`src/sv/abse_pkg.sv`:
```
// abse_pkg: shared types, codes and helpers for the data-processing execute block
// no dependencies; imported by every module of the block except abse_ram
`default_nettype none

package abse_pkg;

    localparam int DATA_W    = 32;
    localparam int REG_COUNT = 16;
    localparam int REG_IDX_W = 4;
    localparam int FLAGS_W   = 4;

    localparam int FLAG_N_BIT = 3;
    localparam int FLAG_Z_BIT = 2;
    localparam int FLAG_C_BIT = 1;
    localparam int FLAG_V_BIT = 0;

    typedef enum logic [3:0] {
        OP_AND = 4'h0,
        OP_EOR = 4'h1,
        OP_SUB = 4'h2,
        OP_RSB = 4'h3,
        OP_ADD = 4'h4,
        OP_TST = 4'h8,
        OP_TEQ = 4'h9,
        OP_CMP = 4'hA,
        OP_ORR = 4'hC,
        OP_MOV = 4'hD
    } opcode_t;

    typedef enum logic [1:0] {
        SH_LSL = 2'd0,
        SH_LSR = 2'd1,
        SH_ASR = 2'd2,
        SH_ROR = 2'd3
    } shift_type_t;

    typedef struct packed {
        logic [DATA_W-1:0] value;
        logic              carry;
    } shift_res_t;

    typedef struct packed {
        logic [DATA_W-1:0]  value;
        logic               write;
        logic               supported;
        logic [FLAGS_W-1:0] flags;
    } alu_res_t;

    function automatic logic [DATA_W-1:0] rotr(input logic [DATA_W-1:0] v,
                                               input logic [4:0] n);
        logic [2*DATA_W-1:0] both;
        both = {v, v} >> n;
        return both[DATA_W-1:0];
    endfunction

endpackage

`default_nettype wire

```
`src/sv/abse_if.sv`:
```
// abse_in_if / abse_out_if: valid-ready channels for instruction and result words
// depends on abse_pkg
`default_nettype none

interface abse_in_if
    import abse_pkg::*;
();
    logic              valid;
    logic              ready;
    logic [DATA_W-1:0] instruction;

    modport source (output valid, output instruction, input ready);
    modport sink   (input valid, input instruction, output ready);
endinterface

interface abse_out_if
    import abse_pkg::*;
();
    logic                 valid;
    logic                 ready;
    logic [REG_IDX_W-1:0] dest_index;
    logic [DATA_W-1:0]    dest_value;
    logic                 dest_written;
    logic [FLAGS_W-1:0]   flags_now;
    logic                 op_supported;

    modport source (output valid, output dest_index, output dest_value,
                    output dest_written, output flags_now, output op_supported,
                    input ready);
    modport sink   (input valid, input dest_index, input dest_value,
                    input dest_written, input flags_now, input op_supported,
                    output ready);
endinterface

`default_nettype wire

```
`src/sv/abse_ram.sv`:
```
// abse_ram: generic single-write, single-read ram with registered read data
// no package dependency
`default_nettype none

module abse_ram #(
    parameter int WIDTH = 32,
    parameter int DEPTH = 16
) (
    input  wire logic                     clk,
    input  wire logic                     we,
    input  wire logic [$clog2(DEPTH)-1:0] waddr,
    input  wire logic [WIDTH-1:0]         wdata,
    input  wire logic                     re,
    input  wire logic [$clog2(DEPTH)-1:0] raddr,
    output logic      [WIDTH-1:0]         rdata
);

    logic [WIDTH-1:0] mem [DEPTH];

    always_ff @(posedge clk)
    begin
        if (we)
        begin
            mem[waddr] <= wdata;
        end
        if (re)
        begin
            rdata <= mem[raddr];
        end
    end

endmodule

`default_nettype wire

```
`src/sv/abse_shifter.sv`:
```
// abse_shifter: operand 2 barrel shifter with carry-out
// depends on abse_pkg
`default_nettype none

module abse_shifter
    import abse_pkg::*;
(
    input  wire logic [DATA_W-1:0] instr,
    input  wire logic [DATA_W-1:0] rm_val,
    input  wire logic [7:0]        rs_low,
    input  wire logic              cin,
    output shift_res_t             res
);

    logic [4:0]        imm_rot;
    logic [DATA_W-1:0] imm_val;
    logic [7:0]        amt;
    logic              amt_over;
    logic              amt_is_32;
    logic [4:0]        idx_dn;
    logic [4:0]        idx_up;
    shift_type_t       stype;

    always_comb
    begin
        imm_rot   = {instr[11:8], 1'b0};
        imm_val   = rotr(DATA_W'(instr[7:0]), imm_rot);
        amt       = instr[4] ? rs_low : {3'b000, instr[11:7]};
        amt_over  = (amt[7:5] != 3'b000);
        amt_is_32 = (amt == 8'd32);
        idx_dn    = amt[4:0] - 5'd1;
        idx_up    = 5'd0 - amt[4:0];
        stype     = shift_type_t'(instr[6:5]);
        res.value = rm_val;
        res.carry = cin;

        if (instr[25])
        begin
            res.value = imm_val;
            res.carry = (imm_rot == 5'd0) ? cin : imm_val[DATA_W-1];
        end
        else if (amt == 8'd0)
        begin
            // zero immediate amount encodes lsr/asr #32 and rrx
            if (!instr[4])
            begin
                unique case (stype)
                    SH_LSL:
                    begin
                        res.value = rm_val;
                        res.carry = cin;
                    end
                    SH_LSR:
                    begin
                        res.value = '0;
                        res.carry = rm_val[DATA_W-1];
                    end
                    SH_ASR:
                    begin
                        res.value = {DATA_W{rm_val[DATA_W-1]}};
                        res.carry = rm_val[DATA_W-1];
                    end
                    SH_ROR:
                    begin
                        res.value = {cin, rm_val[DATA_W-1:1]};
                        res.carry = rm_val[0];
                    end
                endcase
            end
        end
        else
        begin
            unique case (stype)
                SH_LSL:
                begin
                    if (!amt_over)
                    begin
                        res.value = rm_val << amt[4:0];
                        res.carry = rm_val[idx_up];
                    end
                    else
                    begin
                        res.value = '0;
                        res.carry = amt_is_32 & rm_val[0];
                    end
                end
                SH_LSR:
                begin
                    if (!amt_over)
                    begin
                        res.value = rm_val >> amt[4:0];
                        res.carry = rm_val[idx_dn];
                    end
                    else
                    begin
                        res.value = '0;
                        res.carry = amt_is_32 & rm_val[DATA_W-1];
                    end
                end
                SH_ASR:
                begin
                    if (!amt_over)
                    begin
                        res.value = DATA_W'($signed(rm_val) >>> amt[4:0]);
                        res.carry = rm_val[idx_dn];
                    end
                    else
                    begin
                        res.value = {DATA_W{rm_val[DATA_W-1]}};
                        res.carry = rm_val[DATA_W-1];
                    end
                end
                SH_ROR:
                begin
                    if (amt[4:0] == 5'd0)
                    begin
                        res.value = rm_val;
                        res.carry = rm_val[DATA_W-1];
                    end
                    else
                    begin
                        res.value = rotr(rm_val, amt[4:0]);
                        res.carry = rm_val[idx_dn];
                    end
                end
            endcase
        end
    end

endmodule

`default_nettype wire

```
`src/sv/abse_alu.sv`:
```
// abse_alu: data-processing operations and nzc flag update, with v passed through unchanged
// depends on abse_pkg
`default_nettype none

module abse_alu
    import abse_pkg::*;
(
    input  wire logic [3:0]         opcode,
    input  wire logic               s_bit,
    input  wire logic [DATA_W-1:0]  a,
    input  wire shift_res_t         op2,
    input  wire logic [FLAGS_W-1:0] flags,
    output alu_res_t                res
);

    logic [DATA_W:0] sum;
    logic [DATA_W:0] diff_ab;
    logic [DATA_W:0] diff_ba;
    logic            c;
    opcode_t         op;

    always_comb
    begin
        sum           = {1'b0, a} + {1'b0, op2.value};
        diff_ab       = {1'b0, a} - {1'b0, op2.value};
        diff_ba       = {1'b0, op2.value} - {1'b0, a};
        op            = opcode_t'(opcode);
        c             = op2.carry;
        res.value     = '0;
        res.write     = 1'b1;
        res.supported = 1'b1;

        unique case (op)
            OP_AND: res.value = a & op2.value;
            OP_EOR: res.value = a ^ op2.value;
            OP_SUB:
            begin
                res.value = diff_ab[DATA_W-1:0];
                c         = ~diff_ab[DATA_W];
            end
            OP_RSB:
            begin
                res.value = diff_ba[DATA_W-1:0];
                c         = ~diff_ba[DATA_W];
            end
            OP_ADD:
            begin
                res.value = sum[DATA_W-1:0];
                c         = sum[DATA_W];
            end
            OP_TST:
            begin
                res.value = a & op2.value;
                res.write = 1'b0;
            end
            OP_TEQ:
            begin
                res.value = a ^ op2.value;
                res.write = 1'b0;
            end
            OP_CMP:
            begin
                res.value = diff_ab[DATA_W-1:0];
                c         = ~diff_ab[DATA_W];
                res.write = 1'b0;
            end
            OP_ORR: res.value = a | op2.value;
            OP_MOV: res.value = op2.value;
            default:
            begin
                res.value     = '0;
                res.write     = 1'b0;
                res.supported = 1'b0;
            end
        endcase

        res.flags = flags;
        if (res.supported && s_bit)
        begin
            res.flags[FLAG_N_BIT] = res.value[DATA_W-1];
            res.flags[FLAG_Z_BIT] = (res.value == '0);
            res.flags[FLAG_C_BIT] = c;
            res.flags[FLAG_V_BIT] = flags[FLAG_V_BIT];
        end
    end

endmodule

`default_nettype wire

```
`src/sv/alu_barrel_shift_execute.sv`:
```
// alu_barrel_shift_execute: top level of the data-processing execute block
// depends on abse_pkg, abse_if, abse_ram, abse_shifter, abse_alu
//
// Executes one data-processing instruction word per clock while results are taken. At
// acceptance the Rn, Rm and Rs operands are read from three copies of a 16 x 32 register file
// ram with a registered read port; the shifter and alu then run, and when the input stage
// advances the register file, flags and result register are written. A write made on the
// same edge as an operand read is forwarded, and entries never written since reset read as
// zero through per-entry valid bits, so no clearing pass is needed. The input side stays
// ready while the result register is full and being taken.
`default_nettype none

module alu_barrel_shift_execute
    import abse_pkg::*;
(
    input  wire logic       clk,
    input  wire logic       rst_n,
    abse_in_if.sink         instr_ch,
    abse_out_if.source      result_ch
);

    logic                 s1_valid_reg;
    logic                 s1_valid_next;
    logic [DATA_W-1:0]    s1_instr_reg;
    logic                 byp_valid_reg;
    logic [REG_IDX_W-1:0] byp_idx_reg;
    logic [DATA_W-1:0]    byp_value_reg;
    logic [REG_COUNT-1:0] rf_valid_reg;
    logic [FLAGS_W-1:0]   flags_reg;
    logic                 out_valid_reg;
    logic                 out_valid_next;
    logic [REG_IDX_W-1:0] out_idx_reg;
    logic [DATA_W-1:0]    out_value_reg;
    logic                 out_written_reg;
    logic [FLAGS_W-1:0]   out_flags_reg;
    logic                 out_supported_reg;

    logic                 accept;
    logic                 s1_adv;
    logic                 wr_en;
    logic [REG_IDX_W-1:0] rd_idx;
    logic [REG_IDX_W-1:0] rn_idx;
    logic [REG_IDX_W-1:0] rm_idx;
    logic [REG_IDX_W-1:0] rs_idx;
    logic [DATA_W-1:0]    rn_q;
    logic [DATA_W-1:0]    rm_q;
    logic [DATA_W-1:0]    rs_q;
    logic [DATA_W-1:0]    rn_val;
    logic [DATA_W-1:0]    rm_val;
    logic [DATA_W-1:0]    rs_val;
    shift_res_t           op2;
    alu_res_t             alu;

    function automatic logic [DATA_W-1:0] resolve(input logic [REG_IDX_W-1:0] idx,
                                                  input logic [DATA_W-1:0]    q,
                                                  input logic                 bv,
                                                  input logic [REG_IDX_W-1:0] bi,
                                                  input logic [DATA_W-1:0]    bval,
                                                  input logic [REG_COUNT-1:0] vbits);
        logic [DATA_W-1:0] r;
        if (bv && (bi == idx))
        begin
            r = bval;
        end
        else if (vbits[idx])
        begin
            r = q;
        end
        else
        begin
            r = '0;
        end
        return r;
    endfunction

    assign s1_adv          = s1_valid_reg && (!out_valid_reg || result_ch.ready);
    assign instr_ch.ready  = !s1_valid_reg || s1_adv;
    assign accept          = instr_ch.valid && instr_ch.ready;
    assign wr_en           = s1_adv && alu.write;
    assign rd_idx          = s1_instr_reg[15:12];
    assign rn_idx          = s1_instr_reg[19:16];
    assign rm_idx          = s1_instr_reg[3:0];
    assign rs_idx          = s1_instr_reg[11:8];

    // one ram copy per read operand, all written alike
    abse_ram #(.WIDTH(DATA_W), .DEPTH(REG_COUNT)) u_rf_rn (
        .clk   (clk),
        .we    (wr_en),
        .waddr (rd_idx),
        .wdata (alu.value),
        .re    (accept),
        .raddr (instr_ch.instruction[19:16]),
        .rdata (rn_q)
    );

    abse_ram #(.WIDTH(DATA_W), .DEPTH(REG_COUNT)) u_rf_rm (
        .clk   (clk),
        .we    (wr_en),
        .waddr (rd_idx),
        .wdata (alu.value),
        .re    (accept),
        .raddr (instr_ch.instruction[3:0]),
        .rdata (rm_q)
    );

    abse_ram #(.WIDTH(DATA_W), .DEPTH(REG_COUNT)) u_rf_rs (
        .clk   (clk),
        .we    (wr_en),
        .waddr (rd_idx),
        .wdata (alu.value),
        .re    (accept),
        .raddr (instr_ch.instruction[11:8]),
        .rdata (rs_q)
    );

    always_comb
    begin
        rn_val = resolve(rn_idx, rn_q, byp_valid_reg, byp_idx_reg, byp_value_reg, rf_valid_reg);
        rm_val = resolve(rm_idx, rm_q, byp_valid_reg, byp_idx_reg, byp_value_reg, rf_valid_reg);
        rs_val = resolve(rs_idx, rs_q, byp_valid_reg, byp_idx_reg, byp_value_reg, rf_valid_reg);
    end

    abse_shifter u_shifter (
        .instr  (s1_instr_reg),
        .rm_val (rm_val),
        .rs_low (rs_val[7:0]),
        .cin    (flags_reg[FLAG_C_BIT]),
        .res    (op2)
    );

    abse_alu u_alu (
        .opcode (s1_instr_reg[24:21]),
        .s_bit  (s1_instr_reg[20]),
        .a      (rn_val),
        .op2    (op2),
        .flags  (flags_reg),
        .res    (alu)
    );

    always_comb
    begin
        s1_valid_next = s1_valid_reg;
        if (accept)
        begin
            s1_valid_next = 1'b1;
        end
        else if (s1_adv)
        begin
            s1_valid_next = 1'b0;
        end

        out_valid_next = out_valid_reg;
        if (s1_adv)
        begin
            out_valid_next = 1'b1;
        end
        else if (result_ch.ready)
        begin
            out_valid_next = 1'b0;
        end
    end

    always_ff @(posedge clk or negedge rst_n)
    begin
        if (!rst_n)
        begin
            s1_valid_reg  <= 1'b0;
            out_valid_reg <= 1'b0;
            byp_valid_reg <= 1'b0;
            rf_valid_reg  <= '0;
            flags_reg     <= '0;
        end
        else
        begin
            s1_valid_reg  <= s1_valid_next;
            out_valid_reg <= out_valid_next;
            if (accept)
            begin
                byp_valid_reg <= wr_en;
            end
            if (wr_en)
            begin
                rf_valid_reg[rd_idx] <= 1'b1;
            end
            if (s1_adv)
            begin
                flags_reg <= alu.flags;
            end
        end
    end

    always_ff @(posedge clk)
    begin
        if (accept)
        begin
            s1_instr_reg  <= instr_ch.instruction;
            byp_idx_reg   <= rd_idx;
            byp_value_reg <= alu.value;
        end
        if (s1_adv)
        begin
            out_idx_reg       <= rd_idx;
            out_value_reg     <= alu.value;
            out_written_reg   <= alu.write;
            out_flags_reg     <= alu.flags;
            out_supported_reg <= alu.supported;
        end
    end

    assign result_ch.valid        = out_valid_reg;
    assign result_ch.dest_index   = out_idx_reg;
    assign result_ch.dest_value   = out_value_reg;
    assign result_ch.dest_written = out_written_reg;
    assign result_ch.flags_now    = out_flags_reg;
    assign result_ch.op_supported = out_supported_reg;

    // a full input stage only takes a new word when its current one moves on
    assert property (@(posedge clk) disable iff (!rst_n)
        accept && s1_valid_reg |-> s1_adv)
        else $error("word accepted over a held instruction");

    assert property (@(posedge clk) disable iff (!rst_n)
        s1_adv |=> out_valid_reg && (out_flags_reg == flags_reg))
        else $error("result register out of step with flags");

    assert property (@(posedge clk) disable iff (!rst_n)
        s1_adv && !alu.supported |-> !wr_en && (alu.flags == flags_reg))
        else $error("unsupported opcode changed state");

    assert property (@(posedge clk) disable iff (!rst_n)
        1'b1 |=> $stable(flags_reg[FLAG_V_BIT]))
        else $error("overflow flag changed");

    assert property (@(posedge clk) disable iff (!rst_n)
        wr_en |=> rf_valid_reg[$past(rd_idx)])
        else $error("register file entry not marked after write");

endmodule

`default_nettype wire
```
`src/flat_wrapper.sv`:
```
// flat-port wrapper written by rule: the top's interface ports become plain ports
module alu_barrel_shift_execute_flat import abse_pkg::*;
  (clk, rst_n, instr_ch_valid, instr_ch_instruction, instr_ch_ready, result_ch_valid, result_ch_dest_index, result_ch_dest_value, result_ch_dest_written, result_ch_flags_now, result_ch_op_supported, result_ch_ready);
  abse_in_if instr_ch_i ();
  abse_out_if result_ch_i ();
  input  wire logic clk;
  input  wire logic rst_n;
  input wire logic [$bits(instr_ch_i.valid)-1:0] instr_ch_valid;
  input wire logic [$bits(instr_ch_i.instruction)-1:0] instr_ch_instruction;
  output wire logic [$bits(instr_ch_i.ready)-1:0] instr_ch_ready;
  output wire logic [$bits(result_ch_i.valid)-1:0] result_ch_valid;
  output wire logic [$bits(result_ch_i.dest_index)-1:0] result_ch_dest_index;
  output wire logic [$bits(result_ch_i.dest_value)-1:0] result_ch_dest_value;
  output wire logic [$bits(result_ch_i.dest_written)-1:0] result_ch_dest_written;
  output wire logic [$bits(result_ch_i.flags_now)-1:0] result_ch_flags_now;
  output wire logic [$bits(result_ch_i.op_supported)-1:0] result_ch_op_supported;
  input wire logic [$bits(result_ch_i.ready)-1:0] result_ch_ready;
  assign instr_ch_i.valid = instr_ch_valid;
  assign instr_ch_i.instruction = instr_ch_instruction;
  assign instr_ch_ready = instr_ch_i.ready;
  assign result_ch_valid = result_ch_i.valid;
  assign result_ch_dest_index = result_ch_i.dest_index;
  assign result_ch_dest_value = result_ch_i.dest_value;
  assign result_ch_dest_written = result_ch_i.dest_written;
  assign result_ch_flags_now = result_ch_i.flags_now;
  assign result_ch_op_supported = result_ch_i.op_supported;
  assign result_ch_i.ready = result_ch_ready;
  alu_barrel_shift_execute u_core (.clk(clk), .rst_n(rst_n), .instr_ch(instr_ch_i), .result_ch(result_ch_i));
endmodule
```
`config.mk`:
```
export PLATFORM = sky130hd
export DESIGN_NAME = alu_barrel_shift_execute_flat
export DESIGN_NICKNAME = d
export VERILOG_FILES = /design/src/sv/abse_pkg.sv /design/src/sv/abse_if.sv /design/src/sv/abse_ram.sv /design/src/sv/abse_shifter.sv /design/src/sv/abse_alu.sv /design/src/sv/alu_barrel_shift_execute.sv /design/src/flat_wrapper.sv
export SDC_FILE = /design/constraint.sdc
export NUM_CORES = 2
export LEC_CHECK = 0
export BUFFER_PORTS_ARGS = -buffer_cell sky130_fd_sc_hd__buf_2
export CELL_PAD_IN_SITES_DETAIL_PLACEMENT = 0
export CELL_PAD_IN_SITES_GLOBAL_PLACEMENT = 1
export CORE_MARGIN = 2
export CORE_UTILIZATION = 45
export CTS_CLUSTER_DIAMETER = 50
export CTS_CLUSTER_SIZE = 8
export DETAILED_ROUTE_END_ITERATION = 6
export PLACE_DENSITY_LB_ADDON = 0.08
export REMOVE_ABC_BUFFERS = 1
export SLEW_MARGIN = 20
export SYNTH_ARGS = -nofsm -noshare
export SYNTH_HDL_FRONTEND = slang
export SYNTH_SLANG_ARGS = --single-unit
```
`constraint.sdc`:
```
create_clock -name clk -period 9.21 [get_ports clk]
set_input_delay 0.4605 -clock clk [delete_from_list [all_inputs] [get_ports clk]]
set_output_delay 0.4605 -clock clk [all_outputs]
set_load 0.02 [all_outputs]
```
==> metrics <==
PD cells=about 230 nW/um^2; ys flop type=edfxtp_1; I/O pins=80; first-pass GRT wire length=between 300000 and 400000 microns; gr ovfl total=0; area of the multi-input gates=24600 sq um; most frequent cell after synthesis=edfxtp_1; Arr. time, crit path=9510 ps; core area=around 100000 sq um; die width=around 330 microns; CP peak stage delay=590 ps; relative slew slack=0.159; Initial DRT Pass Iterations=6; leading area contributor after synthesis=edfxtp_1; CTS Buf Count=101; Lkg Pwr=0.0209 uW; Worst-path clk slew=50 ps; syn avg cell area=11.9 sq um; post-synthesis sequential area ratio=0.450; post-synthesis mux area share=0.217; Total Die Area=107000 sq um; Hold EP=u_core.result_ch.valid; clk root buf=clkbuf_16; vias=slightly above 40000; critical path required time=9770 ps; RR Startpoint=u_core.s1_instr_reg[0]; CTS Buffer Depth=3; placer congestion estimate=~1.1; WS Path Type=flip-flop to flip-flop; post-synth top area share=0.438; TritonCTS clock tree=built; Port Buf Inserts=between 70 and 80; Final ANT Viol Nets=0; largest cells by area after synthesis=edfxtp_1 (44%), mux4_2 (18%), ha_1 (3.5%); Final setup viols=0; Final Hold Violating Endpoints=0; max reg flops=approximately 450; simple-gate share of the synthesized area=0.0974; Pwr Total=13500 uW; maxcap violations=0; WL/cell=35.2 microns; CTS Sinks=709; Fin Clk Skew=27.2 ps; DP HPWL=153000 microns; Worst R2R Path Depth=34; Post-synth EDFFs=687; endpoint class of the critical path=flip-flop; antenna violations before repair=10; fin. max-slew vios=0; Post-DP Area=between 50000 and 60000 sq um; flops & latches, synth=roughly 710; peak supply drop=0.196 mV; largest family of logic cells by synthesized area=multiplexers; HP Class=primary input to flip-flop; Final Critical Period=a little under 9000 ps; area delta synth->final=22.6%; fin nets=4796; hold depth=3; clk_lat worst skew=670 ps; largest net degree at the start of global routing=83; setup TNS=0 ps; Synth Area in XOR/XNOR=0.00539; initial core utilization=0.454; status=finished, final reports clean; Core Rows=approximately 120; Cell variety after synth=90; cells after synthesis=between 3000 and 4000; biggest regs=u_core.u_rf_rn.mem x448, u_core.u_rf_rs.mem x64; Critical Path Start Type=flip-flop; async set-reset flop share out of synthesis=0.0310; htree depth=3; Adder-Cell Fraction of Synth Area=0.0358; Ys Warns=0; GR Util All Layers=0.396; share of cells above drive strength 1=0.329; complex-gate fraction of the synthesized area=0.156; final wirelength=about 210000 microns; DR iter-0 viols=5552; Die Y-Extent=328 microns; Worst path slowest cell=mux4_2; DRC=0; register area=21200 sq um; # fillers=approximately 8900; mapped cell area=47100 sq um; crit path max fanout=27; Biggest register=u_core.u_rf_rn.mem; Top cell by count, worst path=buf_4; Via density=6.81; Tightest Pin Transition=between 1000 and 1500 ps; FF-to-FF End=u_core.flags_reg[2]; Final Cycle Share=0.972; most frequent cells after synthesis=edfxtp_1 (687), mux4_2 (384), nand2_1 (324); Hold Path Origin=result_ch_ready; FMAX=112 MHz; r2r setup slk=roughly 260 ps; vias in the first global route=approximately 40000; post-route cell area=between 50000 and 60000 sq um
per-stage QoR:
stage / std cells / hold WS [ps] / utilization / setup WS [ps]
3_3_place_gp: 5886 / 483 / 0.525 / -74.0
4_1_cts: 6047 / 51.5 / 0.554 / 0.0959
3_5_place_dp: 5886 / 489 / 0.525 / -219
6_report: 6062 / 91.7 / 0.557 / 256
2_1_floorplan: 3656 / 165 / - / -2550
5_1_grt: 6053 / 74.7 / 0.557 / -28.5
how the worst max path moves through the flow:
stage | start | end | slack (ps) | cells after the start
floorplan | u_core.s1_instr_reg[8] | u_core.flags_reg[2] | -2550 | 25
global placement | u_core.s1_instr_reg[0] | u_core.flags_reg[2] | -70 | 32
detailed placement | u_core.s1_instr_reg[8] | u_core.flags_reg[2] | -220 | 36
CTS | u_core.s1_instr_reg[0] | u_core.flags_reg[2] | 0.1 | 35
global route | u_core.s1_instr_reg[8] | u_core.flags_reg[2] | -30 | 42
finish | u_core.s1_instr_reg[0] | u_core.flags_reg[2] | 260 | 34
cell families (layout without fill, tap and decap cells):
kind of cell | after synthesis | count (layout)
buffers and inverters | 447 | 1152
adders and majority gates | 133 | 133
xor gates and xnor gates | 29 | 29
AOI/OAI and AO/OA | 1106 | 1106
other | 1 | 10
DFF | 709 | 709
and+or+nand+nor | 1004 | 1004
muxes | 539 | 539
area by class of cell:
class / count / area share
antenna: 9 / 0.000390
clock buffer: 139 / 0.0470
clock inverter: 10 / 0.00284
inverter: 135 / 0.00878
multi-input combinational: 2812 / 0.427
sequential: 709 / 0.367
tap: 1380 / 0.0299
timing repair buffer: 868 / 0.117
power by group:
part           switching [uW]  internal, uW
registers                 109          4040
clock network            1320          2050
logic                    3730          2290
total                    5160          8370
worst max-delay path, delay by kind of cell, from the launching register on:
family                   cells  cell delay [ps]
AND/OR/NAND/NOR              5             1320
multiplexers                 3             1620
AO/OA/AOI/OAI               15             3240
flip-flops                   1              550
buffers and inverters       10             1710
adder cells (fa/ha/maj)      1              380
what timing repair did:
item	CTS	global route
endpoints found under the hold margin	33	0
hold buffers	12	0
setup endpoints to repair	2	2
pin swaps	0	17
buffers inserted	0	5
resized for setup	7	67
cells in the final DEF (no fill, tap or decap), types with 37 or more instances in the layout:
cell / count
a211oi_1: 56
a21oi_1: 232
buf_2: 66
buf_4: 756
clkbuf_16: 103
edfxtp_1: 687
ha_1: 126
inv_1: 128
mux2i_1: 129
mux4_2: 384
nand2_1: 323
nand3_1: 92
nor2_1: 272
nor3_1: 78
o211ai_1: 46
o21ai_0: 184
o21ai_1: 46
o221ai_1: 37
o22ai_1: 84
per-layer routing:
| layer | track usage | wire length [microns] | up-vias | share of wire |
|---|---|---|---|---|
| met1 | 0.534 | 82600 | 20833 | 0.39 |
| met2 | 0.606 | 95700 | 2679 | 0.45 |
| met5 | 0 | 23 | - | 0.00011 |
| li1 | - | - | 17189 | - |
| met3 | 0.0718 | 21400 | 601 | 0.10 |
| met4 | 0.225 | 13900 | 4 | 0.065 |
Note: power is estimated with default switching activity, not from simulation.
